==> src/sv/ntc_table_interpolate_temp_core_defines.svh <==
// ---------------------------------------------------------------------------
// NTC table interpolation core: assertion macros
// Concurrent check wrappers; empty when built for synthesis.
// ---------------------------------------------------------------------------
`ifndef NTC_TABLE_INTERPOLATE_TEMP_CORE_DEFINES_SVH
`define NTC_TABLE_INTERPOLATE_TEMP_CORE_DEFINES_SVH
`ifndef SYNTHESIS
`define NTCIT_ASSERT_IMP(label, ante, cons) \
    label: assert property (@(posedge clk) disable iff (!rst_n) (ante) |-> (cons)) \
        else $error("ntcit: same-cycle check failed");
`define NTCIT_ASSERT_NXT(label, ante, cons) \
    label: assert property (@(posedge clk) disable iff (!rst_n) (ante) |=> (cons)) \
        else $error("ntcit: next-cycle check failed");
`else
`define NTCIT_ASSERT_IMP(label, ante, cons)
`define NTCIT_ASSERT_NXT(label, ante, cons)
`endif
`endif

==> src/sv/ntcit_pkg.sv <==
// ---------------------------------------------------------------------------
// NTC table interpolation package
// Field widths, codes, microcode format and the control store.
// ---------------------------------------------------------------------------
`default_nettype none

package ntcit_pkg;

    localparam int TABLE_ENTRIES_DEF = 64;

    localparam int TEMP_W    = 24;
    localparam int STEP_W    = 16;
    localparam int LEVEL_W   = 16;
    localparam int IDX_IN_W  = 6;
    localparam int STATUS_W  = 2;
    localparam int CFG_IDX_W = 2;
    localparam int PROD_W    = LEVEL_W + STEP_W;
    localparam int DIV_CNT_W = $clog2(PROD_W);
    localparam int PC_W      = 5;

    localparam int IN_RAW_W    = IDX_IN_W + LEVEL_W + LEVEL_W;
    localparam int IN_DATA_W   = ((IN_RAW_W + 7) / 8) * 8;
    localparam int OUT_RAW_W   = TEMP_W + STATUS_W;
    localparam int OUT_DATA_W  = ((OUT_RAW_W + 7) / 8) * 8;

    localparam logic [CFG_IDX_W-1:0] CFG_BOTTOM = CFG_IDX_W'(0);
    localparam logic [CFG_IDX_W-1:0] CFG_TOP    = CFG_IDX_W'(1);
    localparam logic [CFG_IDX_W-1:0] CFG_STEP   = CFG_IDX_W'(2);

    localparam logic signed [TEMP_W-1:0] BOTTOM_RST = TEMP_W'(-12800);
    localparam logic signed [TEMP_W-1:0] TOP_RST    = TEMP_W'(38400);
    localparam logic [STEP_W-1:0]        STEP_RST   = STEP_W'(1280);

    localparam logic [STATUS_W-1:0] STAT_INTERP = STATUS_W'(0);
    localparam logic [STATUS_W-1:0] STAT_BOTTOM = STATUS_W'(1);
    localparam logic [STATUS_W-1:0] STAT_TOP    = STATUS_W'(2);

    localparam logic KIND_WRITE   = 1'b0;
    localparam logic KIND_CONVERT = 1'b1;

    typedef enum logic [2:0] {
        RD_ZERO,
        RD_LAST,
        RD_I,
        RD_IM1,
        RD_IP1
    } rd_sel_t;

    typedef enum logic [3:0] {
        OP_NOP,
        OP_LD_FIRST,
        OP_LD_LAST,
        OP_SCAN,
        OP_LD_HI,
        OP_LD_LO,
        OP_PREP,
        OP_DIV_GO,
        OP_FINISH,
        OP_CLAMP_BOT,
        OP_CLAMP_TOP,
        OP_EMIT
    } op_t;

    typedef enum logic [2:0] {
        C_NEXT,
        C_JUMP,
        C_IDLE,
        C_BOT,
        C_TOP,
        C_SCAN,
        C_DIV,
        C_OUT
    } cond_t;

    typedef struct packed {
        rd_sel_t          rd;
        op_t              op;
        cond_t            cond;
        logic [PC_W-1:0]  target;
    } uword_t;

    typedef struct packed {
        logic               start;
        logic [PROD_W-1:0]  dividend;
        logic [LEVEL_W-1:0] divisor;
    } div_ctl_t;

    typedef struct packed {
        logic              busy;
        logic [PROD_W-1:0] quot;
    } div_stat_t;

    localparam logic [PC_W-1:0] ST_WAIT   = PC_W'(0);
    localparam logic [PC_W-1:0] ST_RD0    = PC_W'(1);
    localparam logic [PC_W-1:0] ST_RDL    = PC_W'(2);
    localparam logic [PC_W-1:0] ST_LDL    = PC_W'(3);
    localparam logic [PC_W-1:0] ST_CHKB   = PC_W'(4);
    localparam logic [PC_W-1:0] ST_CHKT   = PC_W'(5);
    localparam logic [PC_W-1:0] ST_SCAN   = PC_W'(6);
    localparam logic [PC_W-1:0] ST_BR0    = PC_W'(7);
    localparam logic [PC_W-1:0] ST_BR1    = PC_W'(8);
    localparam logic [PC_W-1:0] ST_BR2    = PC_W'(9);
    localparam logic [PC_W-1:0] ST_PREP   = PC_W'(10);
    localparam logic [PC_W-1:0] ST_DGO    = PC_W'(11);
    localparam logic [PC_W-1:0] ST_DWAIT  = PC_W'(12);
    localparam logic [PC_W-1:0] ST_FIN    = PC_W'(13);
    localparam logic [PC_W-1:0] ST_CLB    = PC_W'(14);
    localparam logic [PC_W-1:0] ST_CLT    = PC_W'(15);
    localparam logic [PC_W-1:0] ST_EMIT   = PC_W'(16);

    function automatic uword_t ucode(input logic [PC_W-1:0] pc);
        uword_t w;
        unique case (pc)
            ST_WAIT:  w = '{RD_ZERO, OP_NOP,       C_IDLE, ST_WAIT};
            ST_RD0:   w = '{RD_ZERO, OP_NOP,       C_NEXT, ST_WAIT};
            ST_RDL:   w = '{RD_LAST, OP_LD_FIRST,  C_NEXT, ST_WAIT};
            ST_LDL:   w = '{RD_I,    OP_LD_LAST,   C_NEXT, ST_WAIT};
            ST_CHKB:  w = '{RD_I,    OP_NOP,       C_BOT,  ST_CLB};
            ST_CHKT:  w = '{RD_I,    OP_NOP,       C_TOP,  ST_CLT};
            ST_SCAN:  w = '{RD_IP1,  OP_SCAN,      C_SCAN, ST_BR0};
            ST_BR0:   w = '{RD_I,    OP_NOP,       C_NEXT, ST_WAIT};
            ST_BR1:   w = '{RD_IM1,  OP_LD_HI,     C_NEXT, ST_WAIT};
            ST_BR2:   w = '{RD_I,    OP_LD_LO,     C_NEXT, ST_WAIT};
            ST_PREP:  w = '{RD_I,    OP_PREP,      C_NEXT, ST_WAIT};
            ST_DGO:   w = '{RD_I,    OP_DIV_GO,    C_NEXT, ST_WAIT};
            ST_DWAIT: w = '{RD_I,    OP_NOP,       C_DIV,  ST_WAIT};
            ST_FIN:   w = '{RD_I,    OP_FINISH,    C_JUMP, ST_EMIT};
            ST_CLB:   w = '{RD_ZERO, OP_CLAMP_BOT, C_JUMP, ST_EMIT};
            ST_CLT:   w = '{RD_ZERO, OP_CLAMP_TOP, C_JUMP, ST_EMIT};
            ST_EMIT:  w = '{RD_ZERO, OP_EMIT,      C_OUT,  ST_WAIT};
            default:  w = '{RD_ZERO, OP_NOP,       C_JUMP, ST_WAIT};
        endcase
        return w;
    endfunction

endpackage

`default_nettype wire

==> src/sv/ntcit_div.sv <==
// ---------------------------------------------------------------------------
// NTC table interpolation: serial divider
// Restoring divide, one quotient bit per cycle, of the scaled offset by
// the bracket width.
// ---------------------------------------------------------------------------
`default_nettype none

module ntcit_div (
    input  logic                 clk,
    input  logic                 rst_n,
    input  ntcit_pkg::div_ctl_t  ctl,
    output ntcit_pkg::div_stat_t stat
);
    import ntcit_pkg::*;

    logic                 busy_reg, busy_next;
    logic [DIV_CNT_W-1:0] cnt_reg, cnt_next;
    logic [LEVEL_W-1:0]   rem_reg, rem_next;
    logic [LEVEL_W-1:0]   dvs_reg, dvs_next;
    logic [PROD_W-1:0]    quot_reg, quot_next;
    logic [LEVEL_W:0]     trial;
    logic [LEVEL_W:0]     diff;

    always_comb
    begin
        busy_next = busy_reg;
        cnt_next  = cnt_reg;
        rem_next  = rem_reg;
        dvs_next  = dvs_reg;
        quot_next = quot_reg;
        trial     = {rem_reg, quot_reg[PROD_W-1]};
        diff      = trial - {1'b0, dvs_reg};
        if (ctl.start)
        begin
            busy_next = 1'b1;
            cnt_next  = DIV_CNT_W'(PROD_W - 1);
            rem_next  = '0;
            dvs_next  = ctl.divisor;
            quot_next = ctl.dividend;
        end
        else if (busy_reg)
        begin
            if (trial >= {1'b0, dvs_reg})
            begin
                rem_next  = diff[LEVEL_W-1:0];
                quot_next = {quot_reg[PROD_W-2:0], 1'b1};
            end
            else
            begin
                rem_next  = trial[LEVEL_W-1:0];
                quot_next = {quot_reg[PROD_W-2:0], 1'b0};
            end
            cnt_next = cnt_reg - 1'b1;
            if (cnt_reg == '0)
            begin
                busy_next = 1'b0;
            end
        end
    end

    always_ff @(posedge clk or negedge rst_n)
    begin
        if (!rst_n)
        begin
            busy_reg <= 1'b0;
            cnt_reg  <= '0;
        end
        else
        begin
            busy_reg <= busy_next;
            cnt_reg  <= cnt_next;
        end
    end

    always_ff @(posedge clk)
    begin
        rem_reg  <= rem_next;
        dvs_reg  <= dvs_next;
        quot_reg <= quot_next;
    end

    assign stat.busy = busy_reg;
    assign stat.quot = quot_reg;

endmodule

`default_nettype wire

==> src/sv/ntc_table_interpolate_temp_core.sv <==
// ---------------------------------------------------------------------------
// NTC thermistor table interpolation core
// Microcoded table search and linear interpolation of ADC samples.
// ---------------------------------------------------------------------------
// Input stream: tuser is the kind (0 writes a level table entry, 1 converts
// a sample). A table write gives no output beat.
// Output stream: one beat per conversion with temperature and range status.
// Configuration: bottom, top and step registers, to be written by the user while idle; the block does not enforce it.
// Path of a conversion, from the input beat to the output beat:
//   clamped sample       bottom check hit, or else top check hit, then clamp and emit
//   interpolated sample  k = 1..TABLE_ENTRIES-2 entries scanned; the scan
//                        reads one entry per cycle from the table memory
//                        port, then the serial divide, finish and emit.
// One conversion is in flight at a time; the next input beat is taken as
// soon as the sequencer is back at its wait step, even while the previous
// result still waits in the output register.
// Reset clears the sequencer and the output valid and loads register
// defaults; the table is undefined until written. A stalled receiver holds
// the output beat and the sequencer waits at its emit step.
// ---------------------------------------------------------------------------
`default_nettype none
`include "ntc_table_interpolate_temp_core_defines.svh"

module ntc_table_interpolate_temp_core #(
    parameter int TABLE_ENTRIES = ntcit_pkg::TABLE_ENTRIES_DEF
) (
    input  logic                               clk,
    input  logic                               rst_n,
    input  logic                               s_axis_tvalid,
    output logic                               s_axis_tready,
    // entry_index[5:0], entry_value[21:6], adc_sample[37:22], zero pad
    input  logic [ntcit_pkg::IN_DATA_W-1:0]    s_axis_tdata,
    // kind
    input  logic                               s_axis_tuser,
    output logic                               m_axis_tvalid,
    input  logic                               m_axis_tready,
    // temperature[23:0], range_status[25:24], zero pad
    output logic [ntcit_pkg::OUT_DATA_W-1:0]   m_axis_tdata,
    input  logic                               cfg_we,
    input  logic [ntcit_pkg::CFG_IDX_W-1:0]    cfg_index,
    input  logic [ntcit_pkg::TEMP_W-1:0]       cfg_wdata
);
    import ntcit_pkg::*;

    localparam int IDX_W = $clog2(TABLE_ENTRIES);
    localparam int MUL_W = IDX_W + STEP_W;
    localparam int SUM_W = ((MUL_W > TEMP_W) ? MUL_W : TEMP_W) + 2;
    localparam logic [IDX_W-1:0] IDX_LAST     = IDX_W'(TABLE_ENTRIES - 1);
    localparam logic [IDX_W-1:0] IDX_SCAN_END = IDX_W'(TABLE_ENTRIES - 2);
    localparam logic signed [SUM_W-1:0] T_MAX_S = SUM_W'((2 ** (TEMP_W - 1)) - 1);
    localparam logic signed [SUM_W-1:0] T_MIN_S = SUM_W'(-(2 ** (TEMP_W - 1)));

    logic [LEVEL_W-1:0] level_mem [TABLE_ENTRIES];
    logic [LEVEL_W-1:0] rdata_reg;
    logic [IDX_W-1:0]   rd_addr;
    logic [IDX_W-1:0]   wr_addr;
    logic               mem_we;

    logic [PC_W-1:0]    pc_reg, pc_next;
    logic [IDX_W-1:0]   i_reg;
    logic [IDX_W-1:0]   im1;
    uword_t             uw;

    logic signed [TEMP_W-1:0] bottom_reg;
    logic signed [TEMP_W-1:0] top_reg;
    logic [STEP_W-1:0]        step_reg;

    logic [LEVEL_W-1:0] adc_reg, first_reg, last_reg, hi_reg, lo_reg, dx_reg, wd_reg;
    logic signed [SUM_W-1:0]  acc_reg;
    logic signed [TEMP_W-1:0] res_temp_reg;
    logic [STATUS_W-1:0]      res_stat_reg;
    logic                     out_valid_reg;
    logic signed [TEMP_W-1:0] out_temp_reg;
    logic [STATUS_W-1:0]      out_stat_reg;

    logic [IDX_IN_W-1:0] in_index;
    logic [LEVEL_W-1:0]  in_value;
    logic [LEVEL_W-1:0]  in_adc;
    logic                in_fire;
    logic                conv_fire;
    logic                out_free;
    logic                falling;
    logic                bot_hit;
    logic                top_hit;
    logic                scan_hit;
    logic                scan_end;
    logic [MUL_W-1:0]    base_prod;
    logic signed [SUM_W-1:0] base_sum;
    logic signed [SUM_W-1:0] t_sum;
    logic signed [TEMP_W-1:0] t_sat;

    div_ctl_t  div_ctl;
    div_stat_t div_stat;

    assign in_index = s_axis_tdata[IDX_IN_W-1:0];
    assign in_value = s_axis_tdata[IDX_IN_W+LEVEL_W-1:IDX_IN_W];
    assign in_adc   = s_axis_tdata[IN_RAW_W-1:IDX_IN_W+LEVEL_W];

    assign uw            = ucode(pc_reg);
    assign s_axis_tready = (pc_reg == ST_WAIT);
    assign in_fire       = s_axis_tvalid && s_axis_tready;
    assign conv_fire     = in_fire && (s_axis_tuser == KIND_CONVERT);
    assign out_free      = !out_valid_reg || m_axis_tready;

    assign wr_addr = IDX_W'(in_index);
    assign mem_we  = in_fire && (s_axis_tuser == KIND_WRITE) &&
                     (int'(in_index) < TABLE_ENTRIES);
    assign im1     = i_reg - 1'b1;

    always_comb
    begin
        unique case (uw.rd)
            RD_ZERO: rd_addr = '0;
            RD_LAST: rd_addr = IDX_LAST;
            RD_I:    rd_addr = i_reg;
            RD_IM1:  rd_addr = im1;
            RD_IP1:  rd_addr = i_reg + 1'b1;
            default: rd_addr = '0;
        endcase
    end

    always_ff @(posedge clk)
    begin
        if (mem_we)
        begin
            level_mem[wr_addr] <= in_value;
        end
        rdata_reg <= level_mem[rd_addr];
    end

    assign falling  = first_reg > last_reg;
    assign bot_hit  = falling ? (adc_reg >= first_reg) : (adc_reg <= first_reg);
    assign top_hit  = falling ? (adc_reg <= last_reg) : (adc_reg >= last_reg);
    assign scan_hit = falling ? (adc_reg >= rdata_reg) : (adc_reg <= rdata_reg);
    assign scan_end = (i_reg == IDX_SCAN_END);

    assign base_prod = MUL_W'(im1) * MUL_W'(step_reg);
    assign base_sum  = SUM_W'(bottom_reg) + SUM_W'($signed({1'b0, base_prod}));
    assign t_sum     = acc_reg + SUM_W'($signed({1'b0, div_stat.quot[STEP_W-1:0]}));

    always_comb
    begin
        if (t_sum > T_MAX_S)
        begin
            t_sat = T_MAX_S[TEMP_W-1:0];
        end
        else if (t_sum < T_MIN_S)
        begin
            t_sat = T_MIN_S[TEMP_W-1:0];
        end
        else
        begin
            t_sat = t_sum[TEMP_W-1:0];
        end
    end

    assign div_ctl.start    = (uw.op == OP_DIV_GO);
    assign div_ctl.dividend = PROD_W'(dx_reg) * PROD_W'(step_reg);
    assign div_ctl.divisor  = wd_reg;

    ntcit_div u_div (
        .clk   (clk),
        .rst_n (rst_n),
        .ctl   (div_ctl),
        .stat  (div_stat)
    );

    always_comb
    begin
        unique case (uw.cond)
            C_NEXT:  pc_next = pc_reg + 1'b1;
            C_JUMP:  pc_next = uw.target;
            C_IDLE:  pc_next = conv_fire ? (pc_reg + 1'b1) : uw.target;
            C_BOT:   pc_next = bot_hit ? uw.target : (pc_reg + 1'b1);
            C_TOP:   pc_next = top_hit ? uw.target : (pc_reg + 1'b1);
            C_SCAN:  pc_next = (scan_hit || scan_end) ? uw.target : pc_reg;
            C_DIV:   pc_next = div_stat.busy ? pc_reg : (pc_reg + 1'b1);
            C_OUT:   pc_next = out_free ? uw.target : pc_reg;
            default: pc_next = ST_WAIT;
        endcase
    end

    always_ff @(posedge clk or negedge rst_n)
    begin
        if (!rst_n)
        begin
            pc_reg        <= ST_WAIT;
            i_reg         <= IDX_W'(1);
            out_valid_reg <= 1'b0;
            bottom_reg    <= BOTTOM_RST;
            top_reg       <= TOP_RST;
            step_reg      <= STEP_RST;
        end
        else
        begin
            pc_reg <= pc_next;
            if (conv_fire)
            begin
                i_reg <= IDX_W'(1);
            end
            else if ((uw.op == OP_SCAN) && !scan_hit)
            begin
                i_reg <= i_reg + 1'b1;
            end
            if ((uw.op == OP_EMIT) && out_free)
            begin
                out_valid_reg <= 1'b1;
            end
            else if (m_axis_tready)
            begin
                out_valid_reg <= 1'b0;
            end
            if (cfg_we)
            begin
                unique case (cfg_index)
                    CFG_BOTTOM: bottom_reg <= cfg_wdata;
                    CFG_TOP:    top_reg    <= cfg_wdata;
                    CFG_STEP:   step_reg   <= cfg_wdata[STEP_W-1:0];
                    default:    ;
                endcase
            end
        end
    end

    always_ff @(posedge clk)
    begin
        if (conv_fire)
        begin
            adc_reg <= in_adc;
        end
        case (uw.op)
            OP_LD_FIRST:  first_reg <= rdata_reg;
            OP_LD_LAST:   last_reg  <= rdata_reg;
            OP_LD_HI:     hi_reg    <= rdata_reg;
            OP_LD_LO:     lo_reg    <= rdata_reg;
            OP_PREP:
            begin
                dx_reg  <= falling ? (lo_reg - adc_reg) : (adc_reg - lo_reg);
                wd_reg  <= falling ? (lo_reg - hi_reg) : (hi_reg - lo_reg);
                acc_reg <= base_sum;
            end
            OP_FINISH:
            begin
                res_temp_reg <= t_sat;
                res_stat_reg <= STAT_INTERP;
            end
            OP_CLAMP_BOT:
            begin
                res_temp_reg <= bottom_reg;
                res_stat_reg <= STAT_BOTTOM;
            end
            OP_CLAMP_TOP:
            begin
                res_temp_reg <= top_reg;
                res_stat_reg <= STAT_TOP;
            end
            OP_EMIT:
            begin
                if (out_free)
                begin
                    out_temp_reg <= res_temp_reg;
                    out_stat_reg <= res_stat_reg;
                end
            end
            default: ;
        endcase
    end

    assign m_axis_tvalid = out_valid_reg;
    assign m_axis_tdata  = {{(OUT_DATA_W - OUT_RAW_W){1'b0}}, out_stat_reg, out_temp_reg};

    `NTCIT_ASSERT_NXT(a_conv_starts, conv_fire, pc_reg == ST_RD0)
    `NTCIT_ASSERT_IMP(a_div_in_wait, div_stat.busy, pc_reg == ST_DWAIT)
    `NTCIT_ASSERT_IMP(a_idx_nonzero, 1'b1, i_reg != '0)
    `NTCIT_ASSERT_NXT(a_emit_valid, (uw.op == OP_EMIT) && out_free, m_axis_tvalid)

endmodule

`default_nettype wire
==> config.mk <==
export PLATFORM = sky130hd
export DESIGN_NAME = ntc_table_interpolate_temp_core
export DESIGN_NICKNAME = d
export VERILOG_FILES = /design/src/sv/ntcit_pkg.sv /design/src/sv/ntcit_div.sv /design/src/sv/ntc_table_interpolate_temp_core.sv
export VERILOG_INCLUDE_DIRS = /design/src /design/src/sv
export SDC_FILE = /design/constraint.sdc
export NUM_CORES = 2
export LEC_CHECK = 0
export ABC_AREA = 1
export BUFFER_PORTS_ARGS = -buffer_cell sky130_fd_sc_hd__buf_2
export CORE_ASPECT_RATIO = 0.5
export CORE_MARGIN = 2
export CORE_UTILIZATION = 65
export DETAILED_ROUTE_END_ITERATION = 10
export GPL_TIMING_DRIVEN = 1
export HOLD_SLACK_MARGIN = 0.02
export PLACE_DENSITY = 0.82
export SLEW_MARGIN = 20
export SYNTH_ARGS = -nofsm -noshare
export SYNTH_HDL_FRONTEND = slang
export SYNTH_SLANG_ARGS = --single-unit
==> constraint.sdc <==
create_clock -name clk -period 16.25 [get_ports clk]
set_input_delay 0.8125 -clock clk [delete_from_list [all_inputs] [get_ports clk]]
set_output_delay 0.8125 -clock clk [all_outputs]
set_load 0.05 [all_outputs]
* Word-level counts from Yosys, hierarchy flattened
Memory sizes are Yosys's and may differ from the RTL's. A register that Yosys moved wholly into a read port is not among the register bits.
Cells that the tools add are included.
Widths: inputs -> output; s select.
** Word-level totals
- Register bits :: 336
- Bits in latches :: 0
- Bits in writable memories :: 1024
- Bits in read-only memories :: 480
- Input port bits :: 72
- Output and inout bits :: 34
- Logic and storage cells :: 131
- Memories kept :: 2
** Operators by class
- Add/sub/neg operators :: 11
- $mul :: 2
- Div/mod/pow operators :: 0
- Order comparisons :: 10
- Equality and inequality tests :: 28
- Shift operators :: 0
- Multiplexer cells :: 32
- Bitwise operators :: 1
- Reductions and logical operators :: 22
** Memory list
- level_mem :: depth 64, width 16, read ports 1, clocked after Yosys merged registers in 1, wr ports 1, line ntc_table_interpolate_temp_core.sv:53 : logic [LEVEL_W-1:0] level_mem [TABLE_ENTRIES];
- (name not given) :: depth 32, width 15, read ports 1, clocked after Yosys merged registers in 0, wr ports 0, line ntcit_pkg.sv:113 : unique case (pc)
** Operators by type and width (number)
- $sub 16x16->16 :: 5
- $pmux 24 s3 :: 1
- $mux 32 :: 2
- $ge 16x16->1 :: 3
- $le 16x16->1 :: 3
- $mux 16 :: 3
- $mux 24 :: 2
- $mux 5 :: 8
- $pmux 5 s8 :: 1
- $mul 16x16->32 :: 1
- $add 26x17->26 :: 1
- $gt 26x24->1 const B :: 1
- $lt 26x24->1 const B :: 1
- $add 24x23->25 :: 1
- $pmux 6 s4 :: 1
- $mul 6x16->22 :: 1
- $ge 17x16->1 :: 1
- $eq 4x3->1 const B :: 4
- $eq 4x4->1 const B :: 4
- $gt 16x16->1 :: 1
- $eq 3x3->1 const B :: 5
- $eq 3x2->1 const B :: 4
- $mux 6 :: 2
- $mux 1 :: 11
- 23 further kinds :: 39

* Logic depth before layout (Yosys ltp)
- Depth in word-level cells :: 6
- Gate-level depth with buffers :: 35
- Gate-level depth less buffers :: 33

* Cells and area by module
A second synthesis with hierarchy kept.
** Second synthesis, totals
- Cell total of the unflattened synthesis :: 8074
- Area, all modules :: 77803.4 sq um
** Modules (own cells, without submodules)
- ntc_table_interpolate_temp_core :: times used 1, cells each 7566, area each 73765.7 sq um, seq. area each 38672.1 sq um
- ntcit_div :: times used 1, cells each 508, area each 4037.6 sq um, seq. area each 1911.8 sq um

* Worst setup path after synthesis
Ideal clock, no wire load.
- Path type :: reg2reg
- Start point :: register i_reg[0]
- End point :: register acc_reg[23] (data pin)
- Library setup time :: 0.260 ns
- Data arrival time :: 6.273 ns
- Required time :: 15.990 ns
- Path slack :: 9.717 ns
- Cell stages (with the launch flop) :: 35
- Buffers on the path :: 3
- Clock period less this slack :: 6.533 ns
- Cells stage by stage :: dfstp_2 buf_2 inv_1 buf_1 ha_1 nand3_1 xor2_1 clkbuf_1 nor2_1 fa_1 inv_1 fa_1 fa_1 inv_1 ha_1 nand2_1 o21ai_0 a21oi_1 o21ai_0 a21oi_1 o21ai_0 xor2_1 inv_1 ha_1 nand2_1 nor2_1 inv_1 nor3_1 nand4_1 nand3_1 nand2_1 nand2_1 a21oi_1 nor2_1 xor2_1
** Between the ends
- Longest elaborated chain between the ends :: 3
** Ends and longest elaborated chain
- start: declaration :: line ntc_table_interpolate_temp_core.sv:60 : logic [IDX_W-1:0] i_reg;
- start signal: assignment :: line ntc_table_interpolate_temp_core.sv:203 : i_reg <= i_reg + 1'b1;
- $sub 6x1->6 :: line ntc_table_interpolate_temp_core.sv:108 : assign im1 = i_reg - 1'b1;
- $mul 6x16->22 :: line ntc_table_interpolate_temp_core.sv:137 : assign base_prod = MUL_W'(im1) * MUL_W'(step_reg);
- $add 24x23->25 :: line ntc_table_interpolate_temp_core.sv:138 : assign base_sum = SUM_W'(bottom_reg) + SUM_W'($signed({1'b0, base_prod}));
- net base_sum[23] :: line ntc_table_interpolate_temp_core.sv:88 : logic signed [SUM_W-1:0] base_sum;
- end signal: assignment :: line ntc_table_interpolate_temp_core.sv:240 : acc_reg <= base_sum;
- end: declaration :: line ntc_table_interpolate_temp_core.sv:69 : logic signed [SUM_W-1:0] acc_reg;
The timed path passes the listed nets, and every way through them passes these cells.
A chain may end at the register's enable or synchronous reset.

* Final worst setup path
Ends and elaborated chain as after synthesis.

==> flow_metrics.tcl <==
set metrics [dict create \
    min_period_ps 7730 \
    htree_levels 3 \
    drt-wirelength-per-cell_um 20.3 \
    synthCells 7865 \
    overflow 0 \
    end_kind "flop" \
    worstMarginPinSlew_ps 1140 \
    ios 106 \
    finClkSkew_ps 66.1 \
    met2_length_mm 89.7 \
    grt_pass1_wl_mm 298 \
    fin_setup_tns_ps 0 \
    routed_wl_mm 193 \
    syn_area_um2 77000 \
    drt.antenna.violating_nets 0 \
    yosys_warnings 0 \
    drt-vias-per-instance 5.88 \
    die_area_um2 121000 \
    die_w_um 491 \
    rows 89 \
    dieHeight_um 247 \
    grtUsageTotal_pct 31.8 \
    drive_gt1_share_pct 6.31 \
    status "completed" \
    finalSetupViolations 0 \
    clk_path_buf_depth 3 \
    max_stage_delay_ps 660 \
    clk_pin_slew_ps 70 \
    clock_sinks 1375 \
    start_kind "flop" \
    clk_latency_ps 770 \
    critPathKind "flop to flop" \
    hold_path.class "input port to flop" \
    synth.distinct_cells 55 \
    hpwl_mm 118 \
    max_cap_violations 0 \
    post_synth.cell_area_avg_um2 9.78 \
    async_flop_share_pct 5.96 \
    nFillCells 8240 \
    place.gp.congestion 0.955 \
    slew_headroom_pct 24.1 \
    area_delta_synth_final_pct 7.46 \
    cts_setup_buffers 0 \
    antenna_found_initial 6 \
    worstPathArrival_ps 8240 \
    cp.required_ps 16760 \
    drc_errors 0 \
    report.final.slew_viol_count 0 \
    synth_edf_count 1261 \
    io_buffers 97 \
    cts_resized 0 \
    holdBufCountCts 1 \
    cts_tree "built" \
    dr.max_layer_used "met5" \
    drt-initial-drc-count 7123 \
    post-route-period-util_pct 47.6 \
    synth_seq_area_share_pct 52.7 \
    vias 55978 \
    synth_seq_cells 1375 \
    core_region_area_um2 118000 \
    largest_reg_flops 1024 \
    max_freq_mhz 129 \
    cts_buffers 115 \
    slowest_stage "dfstp_2" \
    grt_pass1_vias 54190 \
    dr.pass1.iters 8 \
    start_util_pct 65.4 \
    hold_violations 0 \
    crit_fanout 16 \
    wl_met3_mm 20.7 \
    synthFlopType "edfxtp_1" \
    rsz0062_at_grt "false" \
    met1_length_mm 73.6 \
    cpMostUsedCell "nand2_1" \
    cts_root_buf "clkbuf_16" \
    grt_max_degree 234 \
    final_nets 8487 \
]
-- metal layers --
metal  track usage, %  vias to the layer above
li1                 -                    25745
met1             42.3                    26486
met2             51.8                     3214
met3             5.38                      531
met4             14.6                        2
met5                0                        -
-- cell families after synthesis --
group	after synthesis	share of synthesized area, %
adders and majority gates	583	12.0
DFF	1375	52.7
and+or+nand+nor	3410	20.3
muxes	6	0.0780
other	1	0.00487
buffers and inverters	1777	9.09
AOI/OAI and AO/OA	565	4.13
xor gates and xnor gates	148	1.68
-- worst paths after layout --
path	start	endpoint	slack, ps	depth (start not counted)
max in group asynchronous	rst_n	u_div.cnt_reg[4]	14650	3
max reg2reg	i_reg[0]	acc_reg[23]	8520	29
max	i_reg[0]	acc_reg[23]	8520	29
min	s_axis_tdata[26]	adc_reg[4]	220	1
min in group asynchronous	rst_n	top_reg[21]	540	2
min reg2reg	wd_reg[5]	u_div.dvs_reg[5]	410	0
-- critical path, delay by kind of cell (launching register included) --
kind / cells / cell delay, ps
adders and majority gates: 6 / 2510
AOI/OAI and AO/OA: 9 / 2050
and+or+nand+nor: 9 / 1160
buffers and inverters: 3 / 720
DFF: 1 / 660
xor gates and xnor gates: 2 / 360
-- layout by cell type (no fill, tap or decap), drive strengths merged, types with 13 or more instances in the layout --
master	netlist	layout
nand2	1643	1643
inv	1393	1399
edfxtp	1261	1261
nand3	1098	1098
ha	325	325
nand3b	311	311
fa	258	258
nor2	256	256
o21ai	235	235
buf	187	227
a21oi	206	206
clkbuf	196	151
xor2	86	86
xnor2	62	62
dfrtp	62	62
clkinv	1	45
dfxtp	32	32
or2	31	31
o211ai	27	27
nand4	27	27
nor3	26	26
a22o	20	20
dfstp	20	20
nor4	15	15
a31oi	13	13
-- synth_stat cells, types with 2 or more instances --
library cell / instances / area share (%)
a21boi_0: 8 / 0.078
a21o_1: 11 / 0.11
a21oi_1: 205 / 1.3
a221oi_1: 10 / 0.11
a22o_1: 20 / 0.23
a22oi_1: 2 / 0.020
a31oi_1: 12 / 0.098
buf_1: 20 / 0.098
buf_2: 134 / 0.87
buf_4: 25 / 0.24
buf_6: 8 / 0.12
clkbuf_1: 196 / 0.96
dfrtp_1: 62 / 2.0
dfstp_2: 20 / 0.68
dfxtp_1: 32 / 0.83
edfxtp_1: 1261 / 49
fa_1: 258 / 6.7
ha_1: 325 / 5.3
inv_1: 1383 / 6.7
inv_2: 10 / 0.049
mux2i_1: 6 / 0.078
nand2_1: 1637 / 8.0
nand2_2: 6 / 0.049
nand3_1: 1098 / 7.1
nand3b_1: 311 / 3.0
nand4_1: 26 / 0.21
nor2_1: 249 / 1.2
nor2_2: 6 / 0.049
nor3_1: 25 / 0.16
nor4_1: 15 / 0.12
o2111ai_1: 3 / 0.034
o211ai_1: 27 / 0.26
o21a_1: 6 / 0.059
o21ai_0: 221 / 1.4
o21ai_1: 13 / 0.085
o21bai_1: 12 / 0.12
o221ai_1: 2 / 0.023
o22ai_1: 3 / 0.024
o31ai_1: 5 / 0.049
or2_2: 31 / 0.25
xnor2_1: 62 / 0.71
xor2_1: 86 / 0.98
-- metrics by stage --
step | utilization, % | setup slack, ps | hold slack, ps | std cells | instance area, µm²
floorplan | - | 9720 | 400 | 7870 | 77000
global placement | 66.9 | 8690 | 400 | 9306 | 78800
detailed placement | 66.9 | 8680 | 405 | 9306 | 78800
CTS | 70.3 | 8660 | 195 | 9522 | 82700
global route | 70.3 | 7990 | 208 | 9525 | 82700
finish | 70.3 | 8520 | 223 | 9525 | 82700
-- area by class of cell --
cell class | instances | area, µm² | share of cell area (%)
Sequential cell | 1375 | 40600 | 49.1
Multi-Input combinational cell | 4718 | 29500 | 35.6
Inverter | 1394 | 5250 | 6.34
Clock buffer | 151 | 3140 | 3.80
Tap cell | 1592 | 1990 | 2.41
Timing Repair Buffer | 228 | 1500 | 1.81
Clock inverter | 64 | 749 | 0.906
Antenna cell | 3 | 7.51 | 0.00908
Power is not shown: default switching activity piles up to over one toggle a cycle in this logic, so the estimate is an artifact.
